<file path="src/clsr_pkg.sv">
// shared types and constants of the combined lcg shuffle generator
// used by clsr_ctrl, clsr_datapath and the top level; no dependencies
`default_nettype none

package clsr_pkg;

   localparam int DEF_TABLE_SIZE = 32;

   localparam logic [31:0] MOD1        = 32'd2147483563;
   localparam logic [31:0] MOD2        = 32'd2147483399;
   localparam logic [15:0] MUL1        = 16'd40014;
   localparam logic [15:0] MUL2        = 16'd40692;
   // 2^31 mod MOD1 and 2^31 mod MOD2
   localparam logic [8:0]  FOLD1       = 9'd85;
   localparam logic [8:0]  FOLD2       = 9'd249;
   localparam logic [30:0] RAW_MAX     = 31'd2147483562;
   localparam logic [30:0] SECOND_INIT = 31'd123456789;

   typedef struct packed {
      logic signed [31:0] low_bound;
      logic signed [31:0] high_bound;
   } req_word_type;

   typedef struct packed {
      logic [30:0]        raw_value;
      logic signed [31:0] scaled_value;
      logic               bad_range;
   } rsp_word_type;

   typedef enum logic [3:0] {
      ST_IDLE,
      ST_CHECK,
      ST_BAD,
      ST_WSEED,
      ST_WMUL,
      ST_WRED,
      ST_WIDX,
      ST_WFIX,
      ST_MUL,
      ST_RED,
      ST_MIX,
      ST_PROD,
      ST_SUM,
      ST_DIV1,
      ST_DIV2,
      ST_OUT
   } state_type;

   typedef struct packed {
      logic load_req;
      logic seed_load;
      logic mul;
      logic red1;
      logic red2;
      logic warm_wr;
      logic mix;
      logic prod;
      logic idx_mul;
      logic sum;
      logic idx_fix;
      logic div1;
      logic div2;
      logic out_load;
      logic out_bad;
   } cmd_type;

   typedef struct packed {
      logic bad_range;
      logic cnt_zero;
   } status_type;

endpackage

`default_nettype wire

</file>
<file path="src/clsr_ctrl.sv">
// sequencer of the combined lcg shuffle generator: state machine, warm flag, result valid
// depends on clsr_pkg; drives the command word of clsr_datapath
`default_nettype none

module clsr_ctrl (
   input  wire                     clock,
   input  wire                     reset,
   input  wire                     req_valid,
   output logic                    req_ready,
   output logic                    rsp_valid,
   input  wire                     rsp_ready,
   input  wire                     csr_write_enable,
   input  clsr_pkg::status_type    status,
   output clsr_pkg::cmd_type       cmd
);
   import clsr_pkg::*;

   state_type state_ff, state_in;
   logic      warm_ff;
   logic      rsp_valid_ff;
   logic      slot_free;

   assign slot_free = !rsp_valid_ff || rsp_ready;
   assign req_ready = (state_ff == ST_IDLE);
   assign rsp_valid = rsp_valid_ff;

   always_comb begin
      state_in = state_ff;
      case (state_ff)
         ST_IDLE:  if (req_valid) state_in = ST_CHECK;
         ST_CHECK: begin
            if (status.bad_range) state_in = ST_BAD;
            else if (!warm_ff)    state_in = ST_WSEED;
            else                  state_in = ST_MUL;
         end
         ST_BAD:   if (slot_free) state_in = ST_IDLE;
         ST_WSEED: state_in = ST_WMUL;
         ST_WMUL:  state_in = ST_WRED;
         ST_WRED:  state_in = status.cnt_zero ? ST_WIDX : ST_WMUL;
         ST_WIDX:  state_in = ST_WFIX;
         ST_WFIX:  state_in = ST_MUL;
         ST_MUL:   state_in = ST_RED;
         ST_RED:   state_in = ST_MIX;
         ST_MIX:   state_in = ST_PROD;
         ST_PROD:  state_in = ST_SUM;
         ST_SUM:   state_in = ST_DIV1;
         ST_DIV1:  state_in = ST_DIV2;
         ST_DIV2:  state_in = ST_OUT;
         ST_OUT:   if (slot_free) state_in = ST_IDLE;
         default:  state_in = ST_IDLE;
      endcase
   end

   always_comb begin
      cmd = '0;
      case (state_ff)
         ST_IDLE:  cmd.load_req = req_valid;
         ST_BAD:   cmd.out_bad = slot_free;
         ST_WSEED: cmd.seed_load = 1'b1;
         ST_WMUL:  cmd.mul = 1'b1;
         ST_WRED: begin
            cmd.red1    = 1'b1;
            cmd.warm_wr = 1'b1;
         end
         ST_WIDX:  cmd.idx_mul = 1'b1;
         ST_WFIX:  cmd.idx_fix = 1'b1;
         ST_MUL:   cmd.mul = 1'b1;
         ST_RED: begin
            cmd.red1 = 1'b1;
            cmd.red2 = 1'b1;
         end
         ST_MIX:   cmd.mix = 1'b1;
         ST_PROD: begin
            cmd.prod    = 1'b1;
            cmd.idx_mul = 1'b1;
         end
         ST_SUM: begin
            cmd.sum     = 1'b1;
            cmd.idx_fix = 1'b1;
         end
         ST_DIV1:  cmd.div1 = 1'b1;
         ST_DIV2:  cmd.div2 = 1'b1;
         ST_OUT:   cmd.out_load = slot_free;
         default:  cmd = '0;
      endcase
   end

   always_ff @(posedge clock) begin
      if (reset) begin
         state_ff     <= ST_IDLE;
         warm_ff      <= 1'b0;
         rsp_valid_ff <= 1'b0;
      end else begin
         state_ff <= state_in;
         if (csr_write_enable)         warm_ff <= 1'b0;
         else if (state_ff == ST_WFIX) warm_ff <= 1'b1;
         if (cmd.out_load || cmd.out_bad) rsp_valid_ff <= 1'b1;
         else if (rsp_ready)              rsp_valid_ff <= 1'b0;
      end
   end

endmodule

`default_nettype wire

</file>
<file path="config.mk">
export PLATFORM = sky130hd
export DESIGN_NAME = clsr_ctrl
export DESIGN_NICKNAME = d
export VERILOG_FILES = /design/src/clsr_pkg.sv /design/src/clsr_ctrl.sv
export SDC_FILE = /design/constraint.sdc
export NUM_CORES = 1
export LEC_CHECK = 0
export ABC_AREA = 1
export BUFFER_PORTS_ARGS = -buffer_cell sky130_fd_sc_hd__buf_4
export CAP_MARGIN = 10
export CORE_AREA = 2 2 39 41
export CTS_BUF_LIST = sky130_fd_sc_hd__clkbuf_2 sky130_fd_sc_hd__clkbuf_4 sky130_fd_sc_hd__clkbuf_8
export DETAILED_ROUTE_END_ITERATION = 16
export DIE_AREA = 0 0 41 43
export PLACE_DENSITY_LB_ADDON = 0.3
export SYNTH_ARGS = -nofsm -noshare
export SYNTH_HDL_FRONTEND = slang
export SYNTH_SLANG_ARGS = --single-unit
</file>
<file path="constraint.sdc">
create_clock -name clock -period 1.1 [get_ports clock]
set_clock_uncertainty 0.15 [all_clocks]
set_input_delay 0.055 -clock clock [delete_from_list [all_inputs] [get_ports clock]]
set_output_delay 0.055 -clock clock [all_outputs]
set_load 0.1 [all_outputs]
</file>
==> results of run 1 <==
==> Yosys cell counts <==
master,number
nand2_1,19
nor2_1,18
inv_1,12
nand2_2,8
dfxtp_1,6
nor3_1,6
a21oi_1,5
inv_2,3
o21ai_0,3
nand3_1,2
nor2_2,1
nor2_4,1
==> per-stage QoR <==
| step | std cells | cell area [um^2] | utilization, % | setup WS (ps) |
|---|---|---|---|---|
| after floorplan | 84 | 611.8 | - | -653.3 |
| after global placement | 133 | 892.1 | 64.47 | -252.7 |
| after detailed placement | 133 | 892.1 | 64.47 | -291.4 |
| after CTS | 144 | 1292 | 93.40 | -389.6 |
==> kinds of logic after synthesis <==
group / count (synthesis) / synth area share (%)
compound gates: 8 / 8.647
buf+inv: 15 / 12.16
flops: 6 / 25.95
simple gates: 55 / 53.24
==> repair_timing <==
| action | CTS |
|---|---|
| hold endpoints to repair | 6 |
| pin swaps | 5 |
| setup buffers | 5 |
| hold buffers | 2 |
| setup endpoints to repair | 22 |
| gates resized for setup | 85 |
==> qor.yml, run 1 <==
place_congestion: 0.7659
status: "stopped before the end"
ys_ff_latch: 6
worst-ep-kind: "primary output"
port_buffers: 23
cts.sink_count: 6
ys_seq_area_share_pct: 25.95
clockBufferDepth: 2
grt_start_max_net_pins: 7
antenna_found_initial: 0
lastStage: "global routing (5_1_grt)"
dp_hpwl_um: 1220
yosys_warnings: 0
synth_cell_types: 12
ctsHtreeMaxLevel: 1
syn_area_per_cell_um2: 5.511
postGrtWorstEndpoint: "cmd[0]"
start_util_pct: 33.45
synth_top_cell_area_share_pct: 25.95
synth_area_um2: 462.9
numCtsBuffers: 3
synthCells: 84
io_pins: 24
rows: 14
firstError: "[ERROR DPL-0033] detailed placement checks failed during check placement."
synthDominantAreaCellType: "dfxtp_1"
synth.area.top_cells: "dfxtp_1 (26%), nand2_1 (15%), nor2_1 (15%)"
syn_nets: 91
cts-root-buf: "clkbuf_4"
dieWidth_um: 41
floorplan.die.height_um: 43
==> run 2, diff against run 1 <==
CORE_AREA = 2 2 63 65   (was 2 2 39 41)
CTS_BUF_LIST = default   (was sky130_fd_sc_hd__clkbuf_2 sky130_fd_sc_hd__clkbuf_4 sky130_fd_sc_hd__clkbuf_8)
DIE_AREA = 0 0 65 67   (was 0 0 41 43)
PLACE_DENSITY_LB_ADDON = 0.15   (was 0.3)
clock period = 1.45 ns   (was 1.1 ns; I/O delays follow)
==> qor.yml, run 2 <==
synthCells: 84  # unchanged
start_util_pct: 12.84  # was 33.45%
yosys_warnings: 0  # unchanged
cp-startpoint: "state_ff[0]"
hold_path.class: "in -> reg"
syn_nets: 91  # unchanged
viasPerCell: 3.769
floorplan.die.height_um: 67  # was 43 um
drcViolationCount: 0
cts-root-buf: "clkbuf_8"  # was clkbuf_4
rsz0062_at_grt: "true"
syn_to_final_growth_pct: 153.8
synth.most_common_cell: "nand2_1"  # unchanged
ys_ff_latch: 6  # unchanged
die_area_mm2: 0.004355
rrSetupSlack_ps: 70
drive_gt1_share_pct: 67.77
largest_reg_flops: 4
top_register: "state_ff"
synth.area.top_cells: "dfxtp_1 (26%), nand2_1 (15%), nor2_1 (15%)"  # unchanged
worstSetupStartpointType: "flip-flop"
slew_violations: 0
first_pass_iters: 4
wirelength_um: 1691
dpl.cell_count: 160  # was 133
dp_hpwl_um: 1401  # was 1220 um
dieWidth_um: 65  # was 41 um
period_share_pct: 98.35
finalSetupTns_ps: 0
synth_edf_count: 0  # unchanged
synthDominantAreaCellType: "dfxtp_1"  # unchanged
cts.sink_count: 6  # unchanged
final_common_cell: "buf_4"
timing.rr.start: "state_ff[2]"
fmax_mhz: 701.3
vias: 637
async_flop_share_pct: 0  # unchanged
relSlewSlack_pct: 81.70
hold_viol_final: 0
overflow: 0
grt_pass1_wl_um: 2911
syn_area_per_cell_um2: 5.511  # unchanged
status: "finished clean"  # was stopped before the end
layout_common_cells: "buf_4 (14), nand2_2 (13), nor2_4 (12), nand2_1 (12), buf_12 (11)"
synth_top_cell_area_share_pct: 25.95  # unchanged
crit_required_ps: 1230
place_congestion: 0.7649  # was 0.7659
path_clk_slew_ps: 40
coreArea_mm2: 0.003606
instances_no_fill: 169
fin_nets: 129
port_buffers: 23  # unchanged
drt-initial-drc-count: 11
grt_pass1_vias: 657
synth_cell_types: 12  # unchanged
clockBufferDepth: 2  # unchanged
grt_start_max_net_pins: 7
critPathKind: "reg -> out"
worst_pin_slew_ps: 276.7
crit_fanout: 6
endpoint: "cmd[14]"
ant_nets: 0
worstRegToRegCells: 7
wl_per_cell_um: 10.01
ctsHtreeMaxLevel: 1  # unchanged
cts_tree: "done"
num_antenna_cells: 0
ys.flop_type: "dfxtp_1"  # unchanged
drv_cap: 0
setup_viol_count_final: 0
reg2reg_to: "state_ff[0]"
synth_area_um2: 462.9  # unchanged
ys_seq_area_share_pct: 25.95  # unchanged
synth_common_cells: "nand2_1 (19), nor2_1 (18), inv_1 (12)"  # unchanged
antenna_found_initial: 0
track_usage_pct: 8.874
endpoint_kind: "primary output"
rows: 22  # was 14
critPathArrivalTime_ps: 1200
io_pins: 24  # unchanged
fin_crit_ps: 1426
clk_latency_ps: 220
numCtsBuffers: 3  # unchanged
run 2: cell counts after synthesis:
Identical to the previous run, type by type.
run 2: per-layer routing:
layer | up-vias | routed length [um] | GRT usage (%)
li1 | 335 | - | -
met4 | 0 | 29 | 3.989
met3 | 4 | 92 | 1.858
met1 | 276 | 738 | 10.51
met5 | - | 0 | 0
met2 | 22 | 831 | 15.34
run 2: logic make-up (layout without fill, tap and decap cells):
kind of cell	count (synthesis)	after routing	synth area share, %
buffers and inverters	15	52	12.16
flip-flops	6	6	25.95
AND/OR/NAND/NOR	55	55	53.24
AO/OA/AOI/OAI	8	8	8.647
run 2: worst min path at each step:
stage | cells past startpoint | endpoint | startpoint
CTS | 5 | state_ff[1] | status[0]
global route | 5 | state_ff[1] | status[0]
floorplan | 1 | state_ff[2] | reset
finish | 5 | state_ff[1] | status[0]
detailed placement | 2 | warm_ff | csr_write_enable
global placement | 2 | warm_ff | csr_write_enable
run 2: what timing repair did:
item                                    CTS  global route
setup buffers                             1             2
hold buffers                              2             0
pin swaps                                 2             8
gates resized for setup                  51            17
hold endpoints to repair                  5             0
cloned                                    0             0
endpoints found under the setup margin   19            15
run 2: final cells by class:
| cell class | instances | area, um^2 |
|---|---|---|
| timing repair buffer | 33 | 416.7 |
| multi-input combinational | 63 | 444.2 |
| clock buffer | 4 | 45.04 |
| fill | 391 | 2431 |
| inverter | 15 | 70.07 |
| sequential | 6 | 138.9 |
| tap | 48 | 60.06 |
run 2: critical path, cell delays in order (launching register included):
cell     delay (ps)
dfxtp_4         370
inv_2            80
nand2_4         110
nor3_4          210
buf_12          200
run 2: stage by stage:
step	hold WS [ps]	worst slack [ps]	utilization [%]	area (um^2)
after global routing	107.8	-27.06	32.58	1175
final	73.67	23.98	32.58	1175
after detailed placement	89.92	-70.34	23.84	859.6
after floorplan	-15.85	-304.0	-	589.3
after CTS	78.10	-5.856	30.88	1114
after global placement	88.10	-87.28	23.84	859.6
Power of run 2 is not shown: default switching activity piles up to over one toggle a cycle in this logic, so the estimate is an artifact.
